**config.mk**
```make
export PLATFORM = sky130hd
export DESIGN_NAME = rv32i_instruction_decoder_top_flat
export DESIGN_NICKNAME = d
export VERILOG_FILES = /design/src/rtl/rvdec_pkg.sv /design/src/rtl/rvdec_in_if.sv /design/src/rtl/rvdec_out_if.sv /design/src/rtl/rv32i_instruction_decoder_top.sv /design/src/flat_wrapper.sv
export SDC_FILE = /design/constraint.sdc
export NUM_CORES = 1
export LEC_CHECK = 0
export BUFFER_PORTS_ARGS = -buffer_cell sky130_fd_sc_hd__clkbuf_2
export CAP_MARGIN = 20
export CORE_MARGIN = 2
export CORE_UTILIZATION = 43
export DETAILED_ROUTE_END_ITERATION = 10
export HOLD_SLACK_MARGIN = 0.1
export PLACE_DENSITY = 0.67
export SYNTH_ARGS = -nofsm -noshare
export SYNTH_HDL_FRONTEND = slang
export SYNTH_SLANG_ARGS = --single-unit
```
**constraint.sdc**
```tcl
create_clock -name clk_i -period 7.3 [get_ports clk_i]
set_clock_uncertainty 0.2 [all_clocks]
set_input_delay 1.46 -clock clk_i [delete_from_list [all_inputs] [get_ports clk_i]]
set_output_delay 1.46 -clock clk_i [all_outputs]
set_load 0.1 [all_outputs]
```
**src/rtl/rvdec_pkg.sv**
```systemverilog
// Package for the RV32I instruction decoder: opcodes, class and operation codes,
// the result record and the combinational decode functions.
// No dependencies; used by the channel interfaces and the top level.
package rvdec_pkg;

  localparam int unsigned InstrWidth = 32;
  localparam int unsigned LenWidth   = 5;
  localparam int unsigned OpWidth    = 5;
  localparam int unsigned RegWidth   = 5;

  // Major opcodes (bits 6:0).
  localparam logic [6:0] OPC_OP     = 7'h33;
  localparam logic [6:0] OPC_OP_IMM = 7'h13;
  localparam logic [6:0] OPC_LOAD   = 7'h03;
  localparam logic [6:0] OPC_STORE  = 7'h23;
  localparam logic [6:0] OPC_BRANCH = 7'h63;
  localparam logic [6:0] OPC_JAL    = 7'h6F;
  localparam logic [6:0] OPC_LUI    = 7'h37;
  localparam logic [6:0] OPC_AUIPC  = 7'h17;
  localparam logic [6:0] OPC_JALR   = 7'h67;
  localparam logic [6:0] OPC_SYSTEM = 7'h73;

  localparam logic [6:0] F7_BASE = 7'h00;
  localparam logic [6:0] F7_MUL  = 7'h01;
  localparam logic [6:0] F7_ALT  = 7'h20;

  localparam logic [2:0] F3_ADD = 3'd0;
  localparam logic [2:0] F3_SLL = 3'd1;
  localparam logic [2:0] F3_SRL = 3'd5;

  localparam logic [OpWidth-1:0] OP_SUB = 5'd8;
  localparam logic [OpWidth-1:0] OP_SRA = 5'd9;
  localparam logic [OpWidth-1:0] OP_MUL = 5'd10;

  localparam logic [LenWidth-1:0] LEN_16  = 5'd2;
  localparam logic [LenWidth-1:0] LEN_32  = 5'd4;
  localparam logic [LenWidth-1:0] LEN_48  = 5'd6;
  localparam logic [LenWidth-1:0] LEN_64  = 5'd8;
  localparam logic [LenWidth-1:0] LEN_80  = 5'd10;
  localparam logic [LenWidth-1:0] LEN_192 = 5'd24;

  typedef enum logic [3:0] {
    CL_ALU_REG = 4'd0,
    CL_ALU_IMM = 4'd1,
    CL_LOAD    = 4'd2,
    CL_STORE   = 4'd3,
    CL_BRANCH  = 4'd4,
    CL_JAL     = 4'd5,
    CL_JALR    = 4'd6,
    CL_LUI     = 4'd7,
    CL_AUIPC   = 4'd8,
    CL_ECALL   = 4'd9,
    CL_EBREAK  = 4'd10,
    CL_UNKNOWN = 4'd11
  } instr_class_e;

  typedef struct packed {
    logic [LenWidth-1:0]        length_bytes;
    logic                       is_32bit;
    logic                       valid_res;
    instr_class_e               instr_class;
    logic [OpWidth-1:0]         operation;
    logic [RegWidth-1:0]        dest_reg;
    logic [RegWidth-1:0]        src1_reg;
    logic [RegWidth-1:0]        src2_reg;
    logic signed [InstrWidth-1:0] immediate;
  } rvdec_result_t;

  function automatic logic [LenWidth-1:0] length_of(logic [InstrWidth-1:0] w);
    logic [LenWidth-1:0] len;
    if (w[1:0] != 2'b11) begin
      len = LEN_16;
    end else if (w[4:2] != 3'b111) begin
      len = LEN_32;
    end else if (!w[5]) begin
      len = LEN_48;
    end else if (!w[6]) begin
      len = LEN_64;
    end else if (w[14:12] != 3'b111) begin
      len = LEN_80 + {1'b0, w[14:12], 1'b0};
    end else begin
      len = LEN_192;
    end
    return len;
  endfunction

  function automatic logic [InstrWidth-1:0] imm_i(logic [InstrWidth-1:0] w);
    return {{20{w[31]}}, w[31:20]};
  endfunction

  function automatic logic [InstrWidth-1:0] imm_s(logic [InstrWidth-1:0] w);
    return {{20{w[31]}}, w[31:25], w[11:7]};
  endfunction

  function automatic logic [InstrWidth-1:0] imm_b(logic [InstrWidth-1:0] w);
    return {{19{w[31]}}, w[31], w[7], w[30:25], w[11:8], 1'b0};
  endfunction

  function automatic logic [InstrWidth-1:0] imm_j(logic [InstrWidth-1:0] w);
    return {{11{w[31]}}, w[31], w[19:12], w[20], w[30:21], 1'b0};
  endfunction

  function automatic logic [InstrWidth-1:0] imm_u(logic [InstrWidth-1:0] w);
    return {{12{w[31]}}, w[31:12]};
  endfunction

  function automatic rvdec_result_t decode_word(logic [InstrWidth-1:0] w, logic mul_en);
    rvdec_result_t r;
    logic [6:0]    opc;
    logic [2:0]    f3;
    logic [6:0]    f7;
    opc = w[6:0];
    f3  = w[14:12];
    f7  = w[31:25];

    r.length_bytes = length_of(w);
    r.is_32bit     = (r.length_bytes == LEN_32);
    r.valid_res    = 1'b0;
    r.instr_class  = CL_UNKNOWN;
    r.operation    = '0;
    r.dest_reg     = '0;
    r.src1_reg     = '0;
    r.src2_reg     = '0;
    r.immediate    = '0;

    if (r.is_32bit) begin
      r.dest_reg = w[11:7];
      r.src1_reg = w[19:15];
      r.src2_reg = w[24:20];
      case (opc)
        OPC_OP: begin
          r.instr_class = CL_ALU_REG;
          r.operation   = {2'b00, f3};
          if (mul_en && f7 == F7_MUL) begin
            r.operation = OP_MUL + {2'b00, f3};
            r.valid_res = 1'b1;
          end else if (f7 == F7_ALT && f3 == F3_ADD) begin
            r.operation = OP_SUB;
            r.valid_res = 1'b1;
          end else if (f7 == F7_ALT && f3 == F3_SRL) begin
            r.operation = OP_SRA;
            r.valid_res = 1'b1;
          end else if (f7 == F7_BASE) begin
            r.valid_res = 1'b1;
          end
        end
        OPC_OP_IMM: begin
          r.instr_class = CL_ALU_IMM;
          r.operation   = {2'b00, f3};
          if (f3 == F3_SLL || f3 == F3_SRL) begin
            // Shifts carry the shift amount rather than an I-immediate.
            r.immediate = {27'd0, w[24:20]};
            if (f7 == F7_BASE) begin
              r.valid_res = 1'b1;
            end else if (f3 == F3_SRL && f7 == F7_ALT) begin
              r.operation = OP_SRA;
              r.valid_res = 1'b1;
            end
          end else begin
            r.immediate = imm_i(w);
            r.valid_res = 1'b1;
          end
        end
        OPC_LOAD: begin
          r.instr_class = CL_LOAD;
          r.operation   = {2'b00, f3};
          r.immediate   = imm_i(w);
          r.valid_res   = f3 inside {3'd0, 3'd1, 3'd2, 3'd4, 3'd5};
        end
        OPC_STORE: begin
          r.instr_class = CL_STORE;
          r.operation   = {2'b00, f3};
          r.immediate   = imm_s(w);
          r.valid_res   = f3 inside {[3'd0:3'd2]};
        end
        OPC_BRANCH: begin
          r.instr_class = CL_BRANCH;
          r.operation   = {2'b00, f3};
          r.immediate   = imm_b(w);
          r.valid_res   = !(f3 inside {3'd2, 3'd3});
        end
        OPC_JAL: begin
          r.instr_class = CL_JAL;
          r.immediate   = imm_j(w);
          r.valid_res   = 1'b1;
        end
        OPC_LUI: begin
          r.instr_class = CL_LUI;
          r.immediate   = imm_u(w);
          r.valid_res   = 1'b1;
        end
        OPC_AUIPC: begin
          r.instr_class = CL_AUIPC;
          r.immediate   = imm_u(w);
          r.valid_res   = 1'b1;
        end
        OPC_JALR: begin
          if (f3 == F3_ADD) begin
            r.instr_class = CL_JALR;
            r.immediate   = imm_i(w);
            r.valid_res   = 1'b1;
          end
        end
        OPC_SYSTEM: begin
          if (f3 == F3_ADD && w[31:20] == 12'd0) begin
            r.instr_class = CL_ECALL;
            r.valid_res   = 1'b1;
          end else if (f3 == F3_ADD && w[31:20] == 12'd1) begin
            r.instr_class = CL_EBREAK;
            r.immediate   = 32'sd1;
            r.valid_res   = 1'b1;
          end
        end
        default: begin
        end
      endcase
    end
    return r;
  endfunction

endpackage

```
**src/rtl/rvdec_in_if.sv**
```systemverilog
// Instruction channel: valid/ready handshake carrying one raw instruction word.
// Depends on rvdec_pkg for the word width.
interface rvdec_in_if;
  import rvdec_pkg::*;

  logic                  valid;
  logic                  ready;
  logic [InstrWidth-1:0] instr_word;

  modport source (output valid, output instr_word, input ready);
  modport sink   (input valid, input instr_word, output ready);
endinterface

```
**src/rtl/rvdec_out_if.sv**
```systemverilog
// Decode result channel: valid/ready handshake carrying the decoded fields.
// Depends on rvdec_pkg for field widths and the class type.
interface rvdec_out_if;
  import rvdec_pkg::*;

  logic                         valid;
  logic                         ready;
  logic [LenWidth-1:0]          length_bytes;
  logic                         is_32bit;
  logic                         valid_res;
  instr_class_e                 instr_class;
  logic [OpWidth-1:0]           operation;
  logic [RegWidth-1:0]          dest_reg;
  logic [RegWidth-1:0]          src1_reg;
  logic [RegWidth-1:0]          src2_reg;
  logic signed [InstrWidth-1:0] immediate;

  modport source (
    output valid, output length_bytes, output is_32bit, output valid_res,
    output instr_class, output operation, output dest_reg, output src1_reg,
    output src2_reg, output immediate, input ready
  );
  modport sink (
    input valid, input length_bytes, input is_32bit, input valid_res,
    input instr_class, input operation, input dest_reg, input src1_reg,
    input src2_reg, input immediate, output ready
  );
endinterface

```
**src/rtl/rv32i_instruction_decoder_top.sv**
```systemverilog
// RV32I instruction decoder, top level.
// Depends on rvdec_pkg, rvdec_in_if and rvdec_out_if.
//
// Usage:
//   instr_i  carries one 32-bit instruction word per transaction (valid/ready).
//   result_o carries one decoded record per transaction: length in bytes,
//            32-bit flag, valid flag, class, operation, rd/rs1/rs2 and the
//            immediate, sign-extended but for the zero-extended shift amount.
//   cfg_we_i/cfg_wdata_i write the multiply/divide enable; change it only
//   while no word is in flight.
// A word accepted at a clock edge is captured in the input register, decoded
// in one pass and captured in the result register once that stage is free;
// the result then stays on result_o until its result transaction completes.
// Throughput is one word per cycle while the receiver does not stall, as each
// stage loads in the same cycle that its content moves on.
// While the receiver stalls, the result register holds its record and the
// input register keeps accepting until both stages are full; instr_i.ready
// then falls until result_o.ready returns.
// Reset empties both stages and clears the multiply/divide enable.
module rv32i_instruction_decoder_top (
  input  logic  clk_i,
  input  logic  rst_ni,
  input  logic  cfg_we_i,
  input  logic  cfg_wdata_i,
  rvdec_in_if.sink    instr_i,
  rvdec_out_if.source result_o
);
  import rvdec_pkg::*;

  logic                  mul_en_q;
  logic                  in_vld_q,  in_vld_d;
  logic [InstrWidth-1:0] in_word_q;
  logic                  out_vld_q, out_vld_d;
  rvdec_result_t         res_q,     res_d;
  logic                  out_free;
  logic                  in_free;
  logic                  in_take;
  logic                  out_load;

  always_ff @(posedge clk_i or negedge rst_ni) begin
    if (!rst_ni) begin
      mul_en_q <= 1'b0;
    end else if (cfg_we_i) begin
      mul_en_q <= cfg_wdata_i;
    end
  end

  // Each stage may load when it is empty or its content moves on this cycle.
  assign out_free = !out_vld_q || result_o.ready;
  assign in_free  = !in_vld_q || out_free;
  assign in_take  = instr_i.valid && in_free;
  assign out_load = in_vld_q && out_free;

  assign instr_i.ready = in_free;

  always_comb begin
    in_vld_d  = in_free ? instr_i.valid : in_vld_q;
    out_vld_d = out_free ? in_vld_q : out_vld_q;
    res_d     = decode_word(in_word_q, mul_en_q);
  end

  always_ff @(posedge clk_i or negedge rst_ni) begin
    if (!rst_ni) begin
      in_vld_q  <= 1'b0;
      out_vld_q <= 1'b0;
    end else begin
      in_vld_q  <= in_vld_d;
      out_vld_q <= out_vld_d;
    end
  end

  always_ff @(posedge clk_i) begin
    if (in_take) begin
      in_word_q <= instr_i.instr_word;
    end
    if (out_load) begin
      res_q <= res_d;
    end
  end

  assign result_o.valid        = out_vld_q;
  assign result_o.length_bytes = res_q.length_bytes;
  assign result_o.is_32bit     = res_q.is_32bit;
  assign result_o.valid_res    = res_q.valid_res;
  assign result_o.instr_class  = res_q.instr_class;
  assign result_o.operation    = res_q.operation;
  assign result_o.dest_reg     = res_q.dest_reg;
  assign result_o.src1_reg     = res_q.src1_reg;
  assign result_o.src2_reg     = res_q.src2_reg;
  assign result_o.immediate    = res_q.immediate;

endmodule

```
**src/flat_wrapper.sv**
```systemverilog
// flat-port wrapper written by rule: the top's interface ports become plain ports
module rv32i_instruction_decoder_top_flat import rvdec_pkg::*;
  (clk_i, rst_ni, cfg_we_i, cfg_wdata_i, instr_i_valid, instr_i_instr_word, instr_i_ready, result_o_valid, result_o_length_bytes, result_o_is_32bit, result_o_valid_res, result_o_instr_class, result_o_operation, result_o_dest_reg, result_o_src1_reg, result_o_src2_reg, result_o_immediate, result_o_ready);
  rvdec_in_if instr_i_i ();
  rvdec_out_if result_o_i ();
  input  logic clk_i;
  input  logic rst_ni;
  input  logic cfg_we_i;
  input  logic cfg_wdata_i;
  input wire logic [$bits(instr_i_i.valid)-1:0] instr_i_valid;
  input wire logic [$bits(instr_i_i.instr_word)-1:0] instr_i_instr_word;
  output wire logic [$bits(instr_i_i.ready)-1:0] instr_i_ready;
  output wire logic [$bits(result_o_i.valid)-1:0] result_o_valid;
  output wire logic [$bits(result_o_i.length_bytes)-1:0] result_o_length_bytes;
  output wire logic [$bits(result_o_i.is_32bit)-1:0] result_o_is_32bit;
  output wire logic [$bits(result_o_i.valid_res)-1:0] result_o_valid_res;
  output wire logic [$bits(result_o_i.instr_class)-1:0] result_o_instr_class;
  output wire logic [$bits(result_o_i.operation)-1:0] result_o_operation;
  output wire logic [$bits(result_o_i.dest_reg)-1:0] result_o_dest_reg;
  output wire logic [$bits(result_o_i.src1_reg)-1:0] result_o_src1_reg;
  output wire logic [$bits(result_o_i.src2_reg)-1:0] result_o_src2_reg;
  output wire logic [$bits(result_o_i.immediate)-1:0] result_o_immediate;
  input wire logic [$bits(result_o_i.ready)-1:0] result_o_ready;
  assign instr_i_i.valid = instr_i_valid;
  assign instr_i_i.instr_word = instr_i_instr_word;
  assign instr_i_ready = instr_i_i.ready;
  assign result_o_valid = result_o_i.valid;
  assign result_o_length_bytes = result_o_i.length_bytes;
  assign result_o_is_32bit = result_o_i.is_32bit;
  assign result_o_valid_res = result_o_i.valid_res;
  assign result_o_instr_class = result_o_i.instr_class;
  assign result_o_operation = result_o_i.operation;
  assign result_o_dest_reg = result_o_i.dest_reg;
  assign result_o_src1_reg = result_o_i.src1_reg;
  assign result_o_src2_reg = result_o_i.src2_reg;
  assign result_o_immediate = result_o_i.immediate;
  assign result_o_i.ready = result_o_ready;
  rv32i_instruction_decoder_top u_core (.clk_i(clk_i), .rst_ni(rst_ni), .cfg_we_i(cfg_we_i), .cfg_wdata_i(cfg_wdata_i), .instr_i(instr_i_i), .result_o(result_o_i));
endmodule
```
* Yosys cells after proc, flatten, opt, wreduce, memory -nomap -nowiden
Cells that the tools add are included.
** Cells by class
- $add $sub $neg :: 2
- Order comparisons :: 2
- Eq/ne operators :: 22
- Mux-type cells :: 27
- Reduce and logical (&&, ||, !) cells :: 21
** Operators by type and width (count)
- $pmux 32 s8 :: 1
- $mux 32 :: 3
- $mux 5 :: 12
- $pmux 5 s10 :: 1
- $eq 7x6->1 const B :: 4
- $eq 7x7->1 const B :: 4
- $pmux 5 s3 :: 1
- $eq 7x5->1 const B :: 2
- $eq 12x1->1 const B :: 1
- $logic_not 12->1 :: 1
- $logic_and 1x1->1 :: 8
- $mux 1 :: 8
- $eq 7x1->1 const B :: 1
- $eq 7x2->1 const B :: 1
- $logic_not 7->1 :: 1
- $eq 3x2->1 const B :: 2
- $eq 3x3->1 const B :: 2
- $ne 3x3->1 const B :: 2
- $add 4x3->5 const A :: 1
- $add 4x4->5 const A :: 1
- $eq 5x3->1 const B :: 1
- $reduce_bool 5->1 :: 1
- $mux 4 :: 1
- $eq 3x1->1 const B :: 1
- other kinds (9) :: 13
** Word-level totals
- Register bits :: 98
- Input port bits :: 38
- Output and inout bits :: 65
- Word-level logic and storage cells :: 87

* Longest topological paths before layout
Gate-level depths: netlist (run 1).
- Word-level depth :: 7
- Mapped depth :: 9
- Gate-level depth less buffers :: 7

* Least setup slack after synthesis (run 1)
OpenSTA, ideal clock, no wires.
- Kind :: input-to-output
- Start :: in result_o_ready
- End :: out instr_i_ready
- Arrival time :: 2282 ps
- Required time :: 5640 ps
- Setup slack :: 3358 ps
- Cell stages on the path :: 1
- Path buffers :: 0
- Cell sequence :: nand3b_1
** Between the ends
- Word-level cells in the longest chain between the ends :: 2
** Ends and longest elaborated chain
- from (decl) :: line flat_wrapper.sv:23 : input wire logic [$bits(result_o_i.ready)-1:0] result_o_ready;
- $logic_or 1x1->1 :: line rv32i_instruction_decoder_top.sv:49 : assign out_free = !out_vld_q || result_o.ready;
- $logic_or 1x1->1 :: line rv32i_instruction_decoder_top.sv:50 : assign in_free = !in_vld_q || out_free;
- to (decl) :: line flat_wrapper.sv:12 : output wire logic [$bits(instr_i_i.ready)-1:0] instr_i_ready;
No other way between the ends.

* Final worst setup path (run 1)
Same ends and word-level chain as after synthesis.

==> results.sh, run 1 <==
export IMPL_ios=103
export IMPL_fin_nets=444
export IMPL_p_leak_uw=0.00191
export IMPL_powerDensity_nw_per_um2=251
export IMPL_vias=2787
export IMPL_area_delta_synth_final_pct=17.8
export IMPL_outcome="completed"
export IMPL_post_cts_buffers=0
export IMPL_slew_headroom_pct=47.4
export IMPL_wl_mm=8.72
export IMPL_drcViolationCount=0
export IMPL_postSynthCellCount=306
export IMPL_finalCoreUtilization_pct=51.6
export IMPL_crit_fanout=3
export IMPL_gp_congestion=0.899
export IMPL_grt_pass1_vias=2639
export IMPL_synthDistinctLibCells=54
export IMPL_dieWidth_um=100
export IMPL_peakVddDrop_mv=0.0869
export IMPL_cts_made_buffers=9
export IMPL_async_flop_share_pct=3.49
export IMPL_drive_gt1_share_pct=32.9
export IMPL_ant_nets=0
export IMPL_start_util_pct=43.8
export IMPL_min_period_ns=3.81
export IMPL_synth_edf_count=83
export IMPL_cp_arrival_ns=2.15
export IMPL_fp_coreArea_um2=9110
export IMPL_finalPower_uw=1180
export IMPL_diodes=0
export IMPL_syn_num_nets=354
export IMPL_place_hpwl_mm=6.15
export IMPL_largest_reg_flops=32
export IMPL_cts_hold_buf=0
export IMPL_wl_per_cell_um=17.0
export IMPL_netlist_area_um2=3990
export IMPL_drv_slew=0
export IMPL_gr_total_overflow=0
export IMPL_dr_pass1_iters=4
export IMPL_fp_dieH_um=100
export IMPL_clock_sinks=86
export IMPL_drtIter0Drc=178
export IMPL_stdcell_count=512
export IMPL_holdCritPathClass="flip-flop to flip-flop"
export IMPL_clock_path_buffers=2
export IMPL_htreeDepth=3
export IMPL_ctsRootBufferMaster="clkbuf_8"
export IMPL_dieArea_um2=10100
export IMPL_synth_seq_cells=86
export IMPL_setup_violations_final=0
export IMPL_port_buffers=101
export IMPL_crit_path_end_kind="output pin"
export IMPL_worst_setup_path_start_kind="input pin"
export IMPL_clk_latency_ns=0.36
export IMPL_cp_required_ns=5.64
export IMPL_rows=35
export IMPL_synth_main_ff_cell="edfxtp_1"
export IMPL_post_place_cells=496
export IMPL_rsz0062_at_grt="no"
export IMPL_syn_area_per_cell_um2=13.1
export IMPL_vias_per_cell=5.44
export IMPL_fin_crit_sh_pct=52.2
export IMPL_tns_ns=0
export IMPL_tightestPinTransition_ns=0.785
export IMPL_drv_cap=0
export IMPL_max_freq_mhz=262
export IMPL_critPathKind="input pin to output pin"
export IMPL_antenna_found_initial=0
export IMPL_hold_viol=0
export IMPL_largest_register="u_core.in_word_q"
export IMPL_fin_worst_hold_slack_ns=0.307
export IMPL_synth_warnings=0
export IMPL_cts_tree="done"
export IMPL_grt_total_usage_pct=17.9
export IMPL_grt_first_pass_wirelength_mm=13.7
export IMPL_clk_pin_slew_ns=0.08
export IMPL_ys_seq_area_share_pct=64.3
export IMPL_post_cts_resized=0
export IMPL_grt_max_degree=52
[power breakdown]
part           total, uW  leakage (uW)  switching (uW)  internal (uW)
registers            608      0.000844            27.5            581
clock network        307     0.0000858             179            128
logic                268      0.000985             227           40.8
[layout by cell type (no fill, tap or decap), types with 3 or more instances in the layout]
cell type  synthesis  routed
clkbuf_2           1     101
edfxtp_1          83      83
nand2_1           21      21
and2_1            19      18
nor2_1            15      15
o21ai_0           13      13
a21oi_1           11      11
ha_1              10      10
a22o_1             9       9
clkbuf_8           0       9
nor3_1             9       8
a21o_1             7       7
a221o_1            7       7
nand2b_1           6       6
nand3_1            6       6
inv_1              5       5
nor2b_1            5       5
a31oi_1            4       4
or3_1              3       3
o211ai_1           3       3
buf_4             12       3
dfrtp_1            3       3
[through the flow]
| stage | cell area, um^2 | setup slack, ns |
|---|---|---|
| floorplan | 3990 | 3.36 |
| global placement | 4520 | 3.52 |
| detailed placement | 4520 | 3.48 |
| CTS | 4700 | 3.48 |
| global route | 4700 | 3.44 |
| finish | 4700 | 3.49 |
[metal layers]
metal,vias to the layer above,part of all wire (%),GRT usage (%)
met5,-,0,0
met4,0,1.0,5.37
met3,9,4.4,4.32
met2,97,50,29.4
met1,1342,44,23.7
li1,1339,-,-
[logic make-up (layout without fill, tap and decap cells)]
| kind of cell | count (synthesis) | after routing | synth area share [%] |
|---|---|---|---|
| other cells | 1 | 1 | 0.0939 |
| mux | 2 | 2 | 0.564 |
| xor+xnor | 1 | 1 | 0.219 |
| compound gates | 72 | 72 | 13.0 |
| simple gates | 103 | 103 | 14.6 |
| flops | 86 | 86 | 64.3 |
| buf+inv | 31 | 126 | 4.14 |
| fa+ha+maj | 10 | 10 | 3.13 |
[synth_stat cells, types with 6 or more instances]
| library cell | instances | area (um^2) |
|---|---|---|
| a21o_1 | 7 | 52.6 |
| a21oi_1 | 11 | 55.1 |
| a221o_1 | 7 | 70.1 |
| a22o_1 | 9 | 78.8 |
| and2_1 | 19 | 119 |
| buf_4 | 12 | 90.1 |
| clkbuf_1 | 10 | 37.5 |
| edfxtp_1 | 83 | 2490 |
| ha_1 | 10 | 125 |
| nand2_1 | 21 | 78.8 |
| nand2b_1 | 6 | 37.5 |
| nand3_1 | 6 | 30.0 |
| nor2_1 | 15 | 56.3 |
| nor3_1 | 9 | 45.0 |
| o21ai_0 | 13 | 65.1 |
[worst max-delay path, cell delays in order]
cell and delay (ns):
clkbuf_2 0.08, nand3b_1 0.14, clkbuf_2 0.47
[final timing paths]
| check | endpoint | slack, ns | start | cells after the start |
|---|---|---|---|---|
| setup / recovery | instr_i_ready | 3.49 | result_o_ready | 3 |
| hold reg to reg | u_core.result_o.valid | 0.31 | u_core.in_vld_q | 1 |
| min in group asynchronous | u_core.mul_en_q | 0.69 | rst_ni | 1 |
| setup reg to reg | u_core.result_o.dest_reg[4] | 4.28 | u_core.in_word_q[14] | 7 |
| max in group asynchronous | u_core.result_o.valid | 6.10 | rst_ni | 1 |
| hold / removal | u_core.result_o.valid | 0.31 | u_core.in_vld_q | 1 |
[cell type report]
cell class,instances,area [um^2]
inverter,6,22.5
timing repair buffer,104,528
tap,111,139
sequential,86,2570
fill,831,4400
clock inverter,7,56.3
clock buffer,9,124
multi-input combinational,189,1270
No activity file was read; power rests on OpenSTA's default activity.
==> run 2, diff against run 1 <==
clock period = 3.6 ns   (was 7.3 ns; I/O delays follow)
==> results.sh, run 2 (synthesized netlist as in run 1, its figures left out) <==
export IMPL_slew_headroom_pct=53.4
export IMPL_r2r_slack_ns=1.01
export IMPL_htreeDepth=3
export IMPL_dieArea_um2=10100
export IMPL_drive_gt1_share_pct=33.0
export IMPL_fin_crit_sh_pct=72.0
export IMPL_p_leak_uw=0.00193
export IMPL_worst_setup_path_start_kind="flip-flop"
export IMPL_drtIter0Drc=275
export IMPL_min_to="u_core.result_o.valid"
export IMPL_min_delay_start="u_core.in_vld_q"
export IMPL_crit_path_end_kind="flip-flop"
export IMPL_critPathKind="flip-flop to flip-flop"
export IMPL_post_cts_resized=0
export IMPL_diodes=0
export IMPL_min_period_ns=2.59
export IMPL_wl_mm=8.92
export IMPL_drcViolationCount=0
export IMPL_grt_max_degree=52
export IMPL_ctsRootBufferMaster="clkbuf_8"
export IMPL_setup_violations_final=0
export IMPL_rsz0062_at_grt="no"
export IMPL_wl_per_cell_um=17.3
export IMPL_hold_viol=0
export IMPL_place_hpwl_mm=6.41
export IMPL_cts_tree="done"
export IMPL_final_cell_mix="101 x clkbuf_2, 83 x edfxtp_1, 21 x nand2_1"
export IMPL_dr_pass1_iters=5
export IMPL_cp_required_ns=3.62
export IMPL_area_delta_synth_final_pct=18.4
export IMPL_holdCritPathClass="flip-flop to flip-flop"
export IMPL_grt_pass1_vias=2667
export IMPL_ios=103
export IMPL_cp_slowest_cell="edfxtp_1"
export IMPL_fin_nets=449
export IMPL_max_stage_delay_ns=0.67
export IMPL_clk_pin_slew_ns=0.08
export IMPL_crit_cells=8
export IMPL_vias_per_cell=5.46
export IMPL_max_freq_mhz=386
export IMPL_drv_slew=0
export IMPL_clock_path_buffers=2
export IMPL_largest_register="u_core.in_word_q"
export IMPL_tightestPinTransition_ns=0.694
export IMPL_drv_cap=0
export IMPL_start_util_pct=43.8
export IMPL_cp_arrival_ns=2.61
export IMPL_dieWidth_um=100
export IMPL_ant_nets=0
export IMPL_r2r_start="u_core.in_word_q[14]"
export IMPL_clk_latency_ns=0.35
export IMPL_peakVddDrop_mv=0.178
export IMPL_gp_congestion=0.909
export IMPL_worst_r2r_path_depth=8
export IMPL_outcome="completed"
export IMPL_clock_sinks=86
export IMPL_cts_made_buffers=9
export IMPL_antenna_found_initial=0
export IMPL_tns_ns=0
export IMPL_r2r_end="u_core.result_o.dest_reg[4]"
export IMPL_path_buf_inv=2
export IMPL_port_buffers=101
export IMPL_grt_first_pass_wirelength_mm=13.9
export IMPL_largest_reg_flops=32
export IMPL_powerDensity_nw_per_um2=502
export IMPL_grt_total_usage_pct=18.3
export IMPL_crit_fanout=15
export IMPL_crit_chain="inv_1 -> ha_1 -> a211oi_1 -> nor3b_1 -> a21oi_1 -> nor2_1 -> buf_4 -> and2_1"
export IMPL_vias=2823
export IMPL_critical_path_top_delay_family="flip-flops"
export IMPL_rows=35
export IMPL_fp_dieH_um=100
export IMPL_fp_coreArea_um2=9110
export IMPL_finalPower_uw=2370
export IMPL_min_path_cells=1
export IMPL_layout_commonest_cell="clkbuf_2"
export IMPL_gr_total_overflow=0
==> run 2: metal layers <==
metal	up-vias	wire [um]	GRT usage [%]
met1	1346	3870	24.6
met3	4	605	5.29
met5	-	0	0
met4	0	35	4.95
li1	1354	-	-
met2	119	4420	29.2
==> run 2: through the flow <==
step           instance area [um^2]  cells  worst slack [ns]  util [%]  hold WS [ns]
2_1_floorplan                  3990    306             0.216         -         0.224
3_3_place_gp                   4550    500              1.08      50.0         0.267
3_5_place_dp                   4550    500              1.03      50.0         0.295
4_1_cts                        4730    517              1.02      51.9         0.306
5_1_grt                        4730    517             0.798      51.9         0.310
6_report                       4730    517              1.01      51.9         0.300
==> run 2: worst max path at each step <==
stage,slack [ns],from,to
after detailed placement,1.03,u_core.in_word_q[13],u_core.result_o.immediate[6]
after floorplan,0.22,u_core.result_o.valid,u_core.in_word_q[0]
after CTS,1.02,u_core.in_word_q[13],u_core.result_o.immediate[6]
final,1.01,u_core.in_word_q[14],u_core.result_o.dest_reg[4]
after global routing,0.80,u_core.in_word_q[13],u_core.result_o.operation[1]
after global placement,1.08,u_core.in_word_q[26],u_core.result_o.instr_class[0]
==> run 2: where the power goes <==
part	switching (uW)	internal, uW
Clock	345	245
Combinational	462	86.9
Sequential	56.4	1180
Total	863	1510
==> run 2: layout make-up <==
| cell class | count | area [um^2] |
|---|---|---|
| Timing Repair Buffer | 109 | 568 |
| Fill cell | 830 | 4380 |
| Tap cell | 111 | 139 |
| Clock inverter | 7 | 40.0 |
| Sequential cell | 86 | 2570 |
| Clock buffer | 9 | 124 |
| Multi-Input combinational cell | 189 | 1270 |
| Inverter | 6 | 22.5 |
==> run 2: timing repair <==
| action | CTS | global route |
|---|---|---|
| endpoints found under the hold margin | 3 | 0 |
| hold buffers | 1 | 0 |
| setup buffers | 0 | 0 |
==> run 3, diff against run 2 <==
PLACE_DENSITY = 0.7   (was 0.67)
clock period = 2.2 ns   (was 3.6 ns; I/O delays follow)
==> results.sh, run 3 (synthesized netlist as in run 1, its figures left out) <==
export IMPL_outcome="finished with violations"
export IMPL_violations="setup timing"
export IMPL_cts_made_buffers=9
export IMPL_n_fill_cell=712
export IMPL_crit_path_end_kind="flip-flop"
export IMPL_place_hpwl_mm=7.28
export IMPL_vias=3199
export IMPL_r2r_end="u_core.result_o.instr_class[0]"
export IMPL_stdcell_count=600
export IMPL_grt_total_usage_pct=21.5
export IMPL_ant_nets=0
export IMPL_post_place_cells=539
export IMPL_dr_pass1_iters=4
export IMPL_ios=103
export IMPL_ctsRootBufferMaster="clkbuf_8"
export IMPL_wl_mm=10.6
export IMPL_vias_per_cell=5.33
export IMPL_drv_slew=0
export IMPL_dieWidth_um=100
export IMPL_start_util_pct=43.8
export IMPL_tightestPinTransition_ns=0.560
export IMPL_grt_max_degree=52
export IMPL_fp_coreArea_um2=9110
export IMPL_htreeDepth=3
export IMPL_clk_pin_slew_ns=0.09
export IMPL_use_met2_pct=36.0
export IMPL_setup_slack_ns=-0.0174
export IMPL_fin_nets=532
export IMPL_fp_dieH_um=100
export IMPL_powerDensity_nw_per_um2=764
export IMPL_worst_setup_path_start_kind="flip-flop"
export IMPL_clk_latency_ns=0.37
export IMPL_place_area_um2=4910
export IMPL_holdCritPathClass="input pin to flip-flop"
export IMPL_cp_required_ns=2.11
export IMPL_grt_busiest_layer="met2"
export IMPL_cts_tree="done"
export IMPL_peakVddDrop_mv=0.438
export IMPL_grt_use_met3_pct=3.83
export IMPL_max_freq_mhz=451
export IMPL_grt_first_pass_wirelength_mm=16.1
export IMPL_rsz0062_at_grt="yes"
export IMPL_cp_endpoint="u_core.result_o.instr_class[0]"
export IMPL_largest_reg_flops=32
export IMPL_grt_pass1_vias=3144
export IMPL_worst_r2r_path_depth=5
export IMPL_antenna_found_initial=0
export IMPL_gp_congestion=0.979
export IMPL_gr_total_overflow=0
export IMPL_largest_register="u_core.in_word_q"
export IMPL_layout_commonest_cell="clkbuf_2"
export IMPL_cp_arrival_ns=2.13
export IMPL_critPathKind="flip-flop to flip-flop"
export IMPL_drv_cap=0
export IMPL_final_seq_area_um2=2570
export IMPL_min_period_ns=2.22
export IMPL_stdcell_area_um2=5680
export IMPL_p_leak_uw=0.00238
export IMPL_slew_headroom_pct=62.8
export IMPL_drive_gt1_share_pct=42.9
export IMPL_fin_crit_sh_pct=101
export IMPL_final_cell_mix="101 x clkbuf_2, 83 x edfxtp_1, 50 x buf_4"
export IMPL_use_met1_pct=27.6
export IMPL_dieArea_um2=10100
export IMPL_drtIter0Drc=185
export IMPL_r2r_start="u_core.in_word_q[26]"
export IMPL_clock_path_buffers=2
export IMPL_setup_violations_final=2
export IMPL_clock_sinks=86
export IMPL_rows=35
export IMPL_worstSetupStartpoint="u_core.in_word_q[26]"
export IMPL_drcViolationCount=0
export IMPL_multiInputGateArea_um2=1410
export IMPL_port_buffers=101
export IMPL_diodes=0
export IMPL_crit_fanout=3
export IMPL_area_delta_synth_final_pct=42.2
export IMPL_hold_viol=0
export IMPL_r2r_slack_ns=-0.02
export IMPL_wl_per_cell_um=17.7
==> run 3: power by group <==
group	leakage, uW	switching [uW]	internal (uW)
clock network	0.000107	611	650
registers	0.000843	66.6	1930
logic	0.00143	831	253
==> run 3: what timing repair did <==
item	in CTS	in global routing
buffers inserted	5	4
hold buffers	35	0
endpoints found under the setup margin	29	23
resized for setup	12	18
gates cloned	1	0
hold endpoints to repair	37	0
pin swaps	6	3
==> run 3: per-layer routing <==
layer	share of wire, %	wire, um	vias up
li1	-	-	1510
met1	42	4450	1561
met2	51	5460	112
met3	4.9	525	16
met4	1.7	184	0
met5	0	0	-
==> run 3: critical path, stage by stage, from the launching register on <==
cell and delay [ns]:
edfxtp_1 0.41, or4_4 0.60, nor2_4 0.12, and4_1 0.20, a21oi_1 0.07, or3b_4 0.36
==> run 3: metrics by stage <==
stage | setup slack (ns) | TNS (ns) | util, % | total power, uW | hold slack, ns
final | -0.0174 | -0.0319 | 62.3 | 4340 | 0.114
after CTS | -0.00246 | -0.00246 | 61.2 | 4330 | 0.107
after global routing | -0.0984 | -1.46 | 62.3 | 4480 | 0.114
after floorplan | -0.283 | -9.07 | - | 2800 | -0.0556
after global placement | -0.127 | -0.272 | 53.9 | 3010 | 0.0388
after detailed placement | -0.0820 | -0.218 | 53.9 | 3020 | 0.0425
==> run 3: cell type report <==
class	count	share of cell area, %
clock buffer	10	2.25
clock inverter	6	1.65
inverter	6	0.397
multi-input combinational	189	24.8
sequential	86	45.3
tap	111	2.45
timing repair buffer	192	23.2
==> run 3: worst min path at each step <==
stage          startpoint              end  cells past startpoint
2_1_floorplan      rst_ni  u_core.in_vld_q                      0
3_3_place_gp       rst_ni  u_core.mul_en_q                      1
3_5_place_dp       rst_ni  u_core.mul_en_q                      1
4_1_cts          cfg_we_i  u_core.mul_en_q                      2
5_1_grt          cfg_we_i  u_core.mul_en_q                      2
6_report         cfg_we_i  u_core.mul_en_q                      2
